$ cat src/design/tgti_pkg.sv
`timescale 1ns / 1ps
// Types and constants for the terrain grid triangle interpolator.
// No dependencies.
package tgti_pkg;

  typedef enum logic [1:0] {
    CMD_LOAD_COL  = 2'd0,
    CMD_LOAD_ROW  = 2'd1,
    CMD_LOAD_ELEV = 2'd2,
    CMD_QUERY     = 2'd3
  } cmd_t;

  localparam logic [6:0] REG_COLUMN_COUNT = 7'd0;
  localparam logic [6:0] REG_ROW_COUNT    = 7'd1;

  // one request as it travels through the queue
  typedef struct packed {
    cmd_t        command;
    logic [9:0]  column_index;
    logic [9:0]  row_index;
    logic [15:0] load_value;
    logic [15:0] query_x;
    logic [15:0] query_y;
  } req_t;

endpackage

$ cat src/design/tgti_queue.sv
`timescale 1ns / 1ps
// Two-entry request queue between front and back.
// Depends on tgti_pkg.
module tgti_queue (
  input  logic          clk,
  input  logic          rst,
  input  logic          push,
  input  tgti_pkg::req_t din,
  output logic          full,
  input  logic          pop,
  output logic          not_empty,
  output tgti_pkg::req_t dout
);

  tgti_pkg::req_t slots [2];
  logic       wptr;
  logic       rptr;
  logic [1:0] fill;

  assign full      = (fill == 2'd2);
  assign not_empty = (fill != 2'd0);
  assign dout      = slots[rptr];

  always_ff @(posedge clk) begin
    if (rst) begin
      wptr <= 1'b0;
      rptr <= 1'b0;
      fill <= 2'd0;
    end else begin
      if (push) begin
        slots[wptr] <= din;
        wptr <= ~wptr;
      end
      if (pop) begin
        rptr <= ~rptr;
      end
      fill <= fill + {1'b0, push} - {1'b0, pop};
    end
  end

endmodule

$ cat config.mk
export PLATFORM = sky130hd
export DESIGN_NAME = tgti_queue
export DESIGN_NICKNAME = d
export VERILOG_FILES = /design/src/design/tgti_pkg.sv /design/src/design/tgti_queue.sv
export SDC_FILE = /design/constraint.sdc
export NUM_CORES = 1
export LEC_CHECK = 0
export ABC_CLOCK_PERIOD_IN_PS = 10310
export BUFFER_PORTS_ARGS = -buffer_cell sky130_fd_sc_hd__buf_2
export CAP_MARGIN = 5
export CORE_UTILIZATION = 48
export CTS_CLUSTER_DIAMETER = 80
export CTS_CLUSTER_SIZE = 40
export DETAILED_ROUTE_END_ITERATION = 6
export PLACE_DENSITY = 0.83
export SYNTH_ARGS = -nofsm -noshare
export SYNTH_HDL_FRONTEND = slang
export SYNTH_SLANG_ARGS = --single-unit
$ cat constraint.sdc
create_clock -name clk -period 10.31 [get_ports clk]
set_input_delay 1.5465 -clock clk [delete_from_list [all_inputs] [get_ports clk]]
set_output_delay 1.5465 -clock clk [all_outputs]
set_load 0.02 [all_outputs]
==> results.ini, run 1 <==
[logic_synthesis]
synth_top_area_share = 0.747
yosysTopAreaCell = edfxtp_1
synth_area_leaders = edfxtp_1 75%, mux2_4 19%, buf_12 2.5%
yosysMostFrequentCell = edfxtp_1
synth_nets = 315
synth_compound_area_frac = 0
seq_area_frac_synth = 0.765
synth.distinct_cells = 14
synth-xor-area-share = 0.00711
ys_async_sr_fraction = 0
synthCells = 239
synth_top_family_by_area = multiplexers
syn_area_per_cell_sq_um = 23.6
ys_top_cells_by_count = 140 x edfxtp_1, 70 x mux2_4, 7 x buf_12
synth_mux_area_frac = 0.187
synth_area_sq_um = 5630
synth.yosys.warnings = 0
synth_edf_count = 140
synth_fa_ha_area_frac = 0.00445
ys_ff_latch = 145
yosys.area_share.simple = 0.00889
ys.flop_type = edfxtp_1

[floorplanning]
die_h_um = 110
ios = 146
placeableCoreArea_sq_um = 11400
fp.dieArea_sq_um = 12200
chipWidth_um = 110
row_count = 39
initial_utilization = 0.493

[sta]
finalSetupTns_ns = 0
period_share = 0.380
fmax_mhz = 255
min_period_ns = 3.92
maxSlewViolCount = 0
slew_headroom = 0.257
hold_violations = 0
rsz0062_at_grt = false
fin_worst_skew_ns = 0.00617
setup_violations = 0
worstMarginPinSlew_ns = 1.11

[finish]
ff_latch_area_sq_um = 4310
finalNetCount = 473
fin_area_sq_um = 7020
fillCellCount = 837
antenna_cells = 0
multi_input_area_sq_um = 1170
drive_above_1_share = 0.615
areaGrowthSynthToFinish_pct = 24.7

[cts]
root_buffer = clkbuf_16
cts-hold-fix-buffers = 0
clkTransAtPathRegs_ns = 0.06
cts_resized = 0
cts.sinks = 145
cts_setup_buffers = 0
htreeDepth = 4
cts_tree = built
clockBufferDepth = 2
cts_made_buffers = 17
clk_latency_ns = 0.41

[setup_path]
crit_path_end_kind = primary output
critPathKind = flop to primary output
startpoint_type = flop
critPathArrivalTime_ns = 2.37
reg2reg_depth = 1
rrSetupSlack_ns = 8.55
critPathMaxFanout = 36
r2r_end = slots[1][11]
worstPathRequired_ns = 8.76
reg2reg_from = wptr

[drt]
drc = 0
wl_per_cell_um = 16.2
avgViaCountPerCell = 4.85
drt_pass1_iterations = 4
drt-initial-drc-count = 135
routed_wl_um = 8970
vias = 2680
postRouteAntennaNets = 0

[pwr]
power.density_nw_per_um2 = 209
leakage_uw = 0.00279
ir_worst_vdd_v = 0.000123

[placed_design]
gp_congestion = 0.648
port_buffers = 145
post-dp-hpwl_um = 5680
placed_cell_area_sq_um = 6410

[hold_path]
hold_path_end = rptr
hp-class = flop to flop
worstHoldStart = rptr
holdPathStages = 2

[global_routing]
grt_pass1_wl_um = 13100
grtUsageTotal = 0.152
antenna_found_initial = 0
grt_pass1_vias = 2663
overflow = 0
grt_max_degree = 71

[status]
outcome = complete, no violations

[run]
maxCapViolCount = 0

## power by group
part | internal, uW | switching (uW) | total [uW] | leakage [uW]
clock network | 384 | 237 | 621 | 0.000289
registers | 674 | 14.6 | 689 | 0.00133
logic | 75.9 | 79.2 | 155 | 0.00117
total | 1130 | 331 | 1460 | 0.00279
## metrics by stage
step                setup slack (ns)  hold WS (ns)  total power (uW)  instances  utilization
CTS                             6.32         0.534              1480        553        0.615
detailed placement              6.76         0.517               859        521        0.561
global route                    6.28         0.575              1520        553        0.615
finish                          6.39         0.525              1460        553        0.615
global placement                6.77         0.496               854        521        0.561
floorplan                       3.08         0.480               818        239            -
## state kept, by name, indices dropped and copies added, names as in the netlist, named ones only
name,count
wptr,1
fill,2
rptr,1
slots,140
## how the worst max path moves through the flow
stage	slack (ns)	endpoint	cells after the start
4_1_cts	6.32	dout[54]	3
5_1_grt	6.28	dout[52]	3
2_1_floorplan	3.08	slots[0][0]	1
3_5_place_dp	6.76	dout[54]	3
6_report	6.39	dout[54]	3
3_3_place_gp	6.77	dout[54]	3
## logic make-up after synthesis
family / count (synthesis)
buffers and inverters: 10
DFF: 145
xor gates and xnor gates: 3
and+or+nand+nor: 9
muxes: 70
adders and majority gates: 2
## cell usage in the layout, fill, tap and decap left out, drive strengths merged
cell type    n
ha           2
nor3b        1
or2          1
nor2         4
mux2        70
bufinv       3
inv          7
and3b        1
clkinv       4
edfxtp     140
clkbuf      17
clkinvlp     3
dfxtp        5
xnor3        1
buf        147
xnor2        2
nor2b        2
## worst max-delay path, stage by stage, from the launching register on
cell and delay, ns:
dfxtp_4 0.77, buf_4 0.63, mux2_4 0.36, buf_2 0.16
## routing by layer
metal | part of all wire | global-route usage | vias up
met5 | 0 | 0 | -
met4 | 0.0056 | 0.0592 | 0
met3 | 0.063 | 0.0553 | 6
met2 | 0.52 | 0.249 | 103
met1 | 0.41 | 0.184 | 1305
li1 | - | - | 1266
## cell type report
cell class / instances / area share
sequential: 145 / 0.614
multi-input combinational: 84 / 0.167
timing repair buffer: 147 / 0.106
clock buffer: 17 / 0.0606
clock inverter: 15 / 0.0260
tap: 143 / 0.0255
inverter: 2 / 0.00107
Power figures use the tool's default switching activity.
==> run 2: changes to the inputs <==
--- a/config.mk
+++ b/config.mk
@@ -5,7 +5,8 @@
 export SDC_FILE = /design/constraint.sdc
 export NUM_CORES = 1
 export LEC_CHECK = 0
-export ABC_CLOCK_PERIOD_IN_PS = 10310
+export ABC_AREA = 1
+export ABC_CLOCK_PERIOD_IN_PS = 3900
 export BUFFER_PORTS_ARGS = -buffer_cell sky130_fd_sc_hd__buf_2
 export CAP_MARGIN = 5
 export CORE_UTILIZATION = 48
==> constraint.sdc (replaced) <==
create_clock -name clk -period 3.9 [get_ports clk]
set_input_delay 0.585 -clock clk [delete_from_list [all_inputs] [get_ports clk]]
set_output_delay 0.585 -clock clk [all_outputs]
set_load 0.02 [all_outputs]
==> run 2 against run 1 <==
  * Synthesized cell count increased by 4.6%
  * Critical path type unchanged
  * Die area rose by 0.11%
  * Highest routed layer unchanged
  * Setup slack worse by 5.1 ns
  * Count of clock-buffer cells in the layout grew 5
==> results.ini, run 2 <==
[drt]
postRouteAntennaNets = 0
drt_pass1_iterations = 4
routed_wl_um = 9080
drt-initial-drc-count = 103
vias = 2720
drc = 0
avgViaCountPerCell = 4.81
wl_per_cell_um = 16.0

[finish]
areaGrowthSynthToFinish_pct = 25.0
top_regs = slots x140, fill x2
final_common_cell = buf_2
finalNetCount = 486
drive_above_1_share = 0.591
largest_register_ffs = 140
final_cell_mix = 145 x buf_2, 140 x edfxtp_1, 70 x mux2_4, 17 x clkbuf_16, 8 x inv_1
largest_register = slots
fillCellCount = 824
antenna_cells = 0

[sta]
setup_violations = 0
worstMarginPinSlew_ns = 0.740
hold_violations = 0
hold_slack_ns = 0.367
maxSlewViolCount = 0
fmax_mhz = 385
finalSetupTns_ns = 0
fin_worst_skew_ns = 0.00528
rsz0062_at_grt = false
slew_headroom = 0.507
period_share = 0.665
min_period_ns = 2.59

[placed_design]
port_buffers = 145
post-dp-hpwl_um = 6010
gp_congestion = 0.662

[cts]
cts.sinks = 145
clk_latency_ns = 0.40
cts_made_buffers = 17
root_buffer = clkbuf_16
clkTransAtPathRegs_ns = 0.06
cts_tree = built
htreeDepth = 4
cts-hold-fix-buffers = 0
clockBufferDepth = 2
cts_setup_buffers = 0
cts_resized = 0

[pwr]
p_switching_uw = 810
comb_power_share = 0.107
power.density_nw_per_um2 = 531
leakage_uw = 0.00281
p_sw_frac = 0.217
p_int_uw = 2930
power_frac_seq = 0.482
clock_power_share = 0.411
ir_worst_vdd_v = 0.000276

[global_routing]
grt_pass1_wl_um = 13000
met3_usage = 0.0441
overflow = 0
antenna_found_initial = 0
use_met2 = 0.260
met1_usage = 0.173
grt_pass1_vias = 2734
grt-busiest-layer = met2
grt_max_degree = 55
grtUsageTotal = 0.152

[hold_path]
hold_path_end = slots[1][1]
worstHoldStart = din[1]
holdPathStages = 1
hp-class = input pin to flop

[floorplanning]
fp.dieArea_sq_um = 12200
chipWidth_um = 110
die_h_um = 110
initial_utilization = 0.494
ios = 146
row_count = 39
placeableCoreArea_sq_um = 11400

[setup_path]
startpoint_type = flop
worstPathRequired_ns = 3.31
r2r_end = slots[0][51]
rrSetupSlack_ns = 2.18
reg2reg_from = wptr
crit_path_end_kind = primary output
reg2reg_depth = 4
critPathKind = flop to primary output
cpMaxStageDelayCell = dfxtp_4
critPathMaxFanout = 41
critPathArrivalTime_ns = 2.01
cpPeakStageDelay_ns = 0.72
cp_cell_sequence = buf_12, mux2_4, buf_2

[logic_synthesis]
synth_area_sq_um = 5640
ys.flop_type = edfxtp_1
synth_edf_count = 140
seq_area_frac_synth = 0.764
syn_area_per_cell_sq_um = 22.5
yosysMostFrequentCell = edfxtp_1
ys_top_cells_by_count = 140 x edfxtp_1, 70 x mux2_4, 8 x inv_1
synth.distinct_cells = 13
synth.yosys.warnings = 0
yosysTopAreaCell = edfxtp_1
ys_ff_latch = 145
synth_top_area_share = 0.746
synthCells = 250
synth_area_leaders = edfxtp_1 75%, mux2_4 19%, buf_12 2.5%
synth_nets = 326
ys_async_sr_fraction = 0

[run]
maxCapViolCount = 0

[status]
outcome = complete, no violations

==> run 2: cell types whose count changed after synthesis, moves of 2 or more <==
| cell | before | now |
|---|---|---|
| inv_1 | 2 | 8 |
| nor2b_1 | 2 | 0 |
| a21oi_1 | 0 | 2 |
| nand2_1 | 0 | 6 |
| nor2_1 | 4 | 6 |
==> run 2: layout make-up <==
type	instances	area (sq um)	area share
flip-flops and latches	145	4310	0.612
multi-input cells	89	1170	0.166
repair buffers	149	781	0.111
clock buffers	22	464	0.0659
well taps	143	179	0.0254
clock inverters	10	111	0.0158
inverters	8	30.0	0.00426
==> run 2: through the flow <==
| step | instances | utilization | setup WS [ns] | total power (uW) | cell area, sq um |
|---|---|---|---|---|---|
| after floorplan | 250 | - | 0.0978 | 2130 | 5640 |
| after global placement | 534 | 0.566 | 1.70 | 2220 | 6470 |
| after detailed placement | 534 | 0.566 | 1.69 | 2240 | 6470 |
| after CTS | 566 | 0.617 | 1.26 | 3780 | 7040 |
| after global routing | 566 | 0.617 | 1.21 | 3870 | 7040 |
| final | 566 | 0.617 | 1.31 | 3740 | 7040 |
==> run 2: power groups by stage <==
stage                     clock (uW)  combinational [uW]  sequential, uW
final                           1540                 400            1800
after CTS                       1570                 406            1800
after detailed placement           0                 404            1840
after floorplan                    0                 310            1820
after global routing            1630                 430            1810
after global placement             0                 393            1830
==> run 2: how the worst max path moves through the flow <==
stage / slack, ns / end / startpoint / depth (start not counted)
after floorplan: 0.1 / slots[1][0] / rst / 1
after global placement: 1.70 / dout[63] / flop / 3
after detailed placement: 1.69 / dout[63] / flop / 3
after CTS: 1.26 / dout[63] / flop / 3
after global routing: 1.21 / dout[43] / flop / 3
final: 1.31 / dout[62] / flop / 3
==> run 2: worst max-delay path, delay by kind of cell (launching register included) <==
family | cells | cell delay [ns]
buffers and inverters | 2 | 0.54
flip-flops | 1 | 0.72
multiplexers | 1 | 0.34
==> run 2: kinds of logic after synthesis <==
family | count (synthesis) | synth area share
simple gates | 14 | 0.00977
flops | 145 | 0.764
buf+inv | 16 | 0.0322
compound gates | 2 | 0.00178
mux | 70 | 0.187
fa+ha+maj | 2 | 0.00444
xor+xnor | 1 | 0.00155
==> run 2: metal layers <==
| layer | part of all wire | up-vias |
|---|---|---|
| li1 | - | 1294 |
| met5 | 0 | - |
| met2 | 0.52 | 102 |
| met4 | 0.012 | 0 |
| met3 | 0.057 | 10 |
| met1 | 0.41 | 1314 |
==> run 3: changes to the inputs <==
--- a/config.mk
+++ b/config.mk
@@ -6,7 +6,7 @@
 export NUM_CORES = 1
 export LEC_CHECK = 0
 export ABC_AREA = 1
-export ABC_CLOCK_PERIOD_IN_PS = 3900
+export ABC_CLOCK_PERIOD_IN_PS = 2700
 export BUFFER_PORTS_ARGS = -buffer_cell sky130_fd_sc_hd__buf_2
 export CAP_MARGIN = 5
 export CORE_UTILIZATION = 48
==> constraint.sdc (replaced) <==
create_clock -name clk -period 2.7 [get_ports clk]
set_input_delay 0.405 -clock clk [delete_from_list [all_inputs] [get_ports clk]]
set_output_delay 0.405 -clock clk [all_outputs]
set_load 0.02 [all_outputs]
==> run 3 against run 2 <==
  * Non-clock buffer count grew 2
  * Critical path type unchanged
  * Sequential cell count is the same
  * Final cell count grew 0.18%
  * Combinational power grew 51%
  * Hold slack lost 0.18 ns
  * Largest cell class unchanged
  * Register-to-register slack lost 0.94 ns
  * Highest routed layer unchanged
  * Via count grew 0.77%
  * Clock skew shrank 0.0016 ns
  * Power grew 48%
==> results.ini, run 3 (synthesized netlist as in run 2, its figures left out) <==
[cts]
cts.sinks = 145
clk_latency_ns = 0.40
cts_made_buffers = 17
cts_resized = 0
htreeDepth = 4
cts-hold-fix-buffers = 0
root_buffer = clkbuf_16
cts_tree = built
clkTransAtPathRegs_ns = 0.06
clockBufferDepth = 2
cts_setup_buffers = 0

[sta]
min_period_ns = 2.16
fmax_mhz = 462
hold_violations = 0
hold_slack_ns = 0.186
slew_headroom = 0.624
finalSetupTns_ns = 0
rsz0062_at_grt = false
setup_violations = 0
worstMarginPinSlew_ns = 0.564
fin_worst_skew_ns = 0.00369
maxSlewViolCount = 0
period_share = 0.801

[setup_path]
critPathKind = flop to primary output
cpMaxStageDelayCell = buf_4
reg2reg_from = wptr
worstPathRequired_ns = 2.30
critPathArrivalTime_ns = 1.76
endpoint = dout[49]
path_depth = 3
critPathBufInv = 2
cpPeakStageDelay_ns = 0.48
crit_path_end_kind = primary output
cp_cell_sequence = buf_4, mux2_4, buf_2
startpoint_type = flop
reg2reg_depth = 4
r2r_end = slots[0][29]
crit_family = buffers and inverters
rrSetupSlack_ns = 1.24
critPathMaxFanout = 30

[finish]
fillCellCount = 819
fin_cells = 567
drive_above_1_share = 0.587
final_common_cell = buf_2
antenna_cells = 0
final_cell_mix = 145 x buf_2, 140 x edfxtp_1, 70 x mux2_4, 17 x clkbuf_16, 8 x inv_1
largest_register_ffs = 140
areaGrowthSynthToFinish_pct = 25.4
top_regs = slots x140, fill x2
fin_area_sq_um = 7070
largest_register = slots
finalNetCount = 488

[run]
maxCapViolCount = 0

[pwr]
power_frac_seq = 0.467
leakage_uw = 0.00283
power.density_nw_per_um2 = 783
p_int_uw = 4360
p_sw_frac = 0.212
ir_worst_vdd_v = 0.000500
clock_power_share = 0.424
comb_power_share = 0.109
p_switching_uw = 1170

[placed_design]
post-dp-hpwl_um = 6240
placed_cell_area_sq_um = 6470
place_inst = 536
port_buffers = 145
gp_congestion = 0.660

[floorplanning]
die_h_um = 110
initial_utilization = 0.494
placeableCoreArea_sq_um = 11400
ios = 146
fp.dieArea_sq_um = 12200
row_count = 39
chipWidth_um = 110

[status]
outcome = complete, no violations

[global_routing]
grt_max_degree = 41
grtUsageTotal = 0.160
overflow = 0
antenna_found_initial = 0
grt_pass1_vias = 2847
grt_pass1_wl_um = 13700

[drt]
drt-initial-drc-count = 120
drc = 0
routed_wl_um = 9350
vias = 2741
wl_per_cell_um = 16.5
avgViaCountPerCell = 4.83
drt_pass1_iterations = 4
postRouteAntennaNets = 0

[hold_path]
hp-class = input pin to flop

## run 3: cell count changes in the layout (fill, tap and decap cells not counted), sizes merged
cell / delta
clkinv: +3
inv: +1
clkinvlp: -3
clkbuf: -4
bufinv: +2
buf: +2
## run 3: worst min path at each step
stage | start | to | slack, ns | depth (start not counted)
floorplan | wptr | wptr | 0.44 | 2
global placement | wptr | wptr | 0.45 | 2
CTS | din[44] | slots[1][44] | 0.17 | 1
global route | din[0] | slots[0][0] | 0.16 | 1
detailed placement | wptr | wptr | 0.47 | 2
finish | din[15] | slots[0][15] | 0.19 | 1
## run 3: final cells by class
class | instances | area (sq um) | area share
Tap cell | 143 | 179 | 0.0253
Timing Repair Buffer | 151 | 783 | 0.111
Multi-Input combinational cell | 89 | 1170 | 0.165
Clock inverter | 13 | 168 | 0.0237
Inverter | 8 | 30.0 | 0.00425
Clock buffer | 18 | 429 | 0.0607
Sequential cell | 145 | 4310 | 0.610
## run 3: metal layers
metal | part of all wire | up-vias | track usage
met5 | 0 | - | 0
met4 | 0.012 | 0 | 0.0789
li1 | - | 1293 | -
met2 | 0.55 | 99 | 0.284
met3 | 0.062 | 9 | 0.0470
met1 | 0.38 | 1340 | 0.173
## run 3: power by group through the flow
stage / sequential (uW) / clock [uW] / combinational [uW]
3_3_place_gp: 2620 / 0 / 591
2_1_floorplan: 2620 / 0 / 449
4_1_cts: 2580 / 2410 / 613
6_report: 2580 / 2350 / 603
3_5_place_dp: 2630 / 0 / 611
5_1_grt: 2590 / 2490 / 648
## run 3: through the flow
stage / total power (uW) / util / worst slack (ns)
after floorplan: 3070 / - / 0.152
after global placement: 3210 / 0.567 / 0.965
after detailed placement: 3240 / 0.567 / 0.947
after CTS: 5600 / 0.619 / 0.498
after global routing: 5730 / 0.619 / 0.451
final: 5530 / 0.619 / 0.538
## run 3: worst register-to-register path, stage by stage (launching register included)
cell and delay, ns:
dfxtp_1 0.31, inv_1 0.11, nand2_1 0.11, nor2_4 0.10
buf_4 0.44
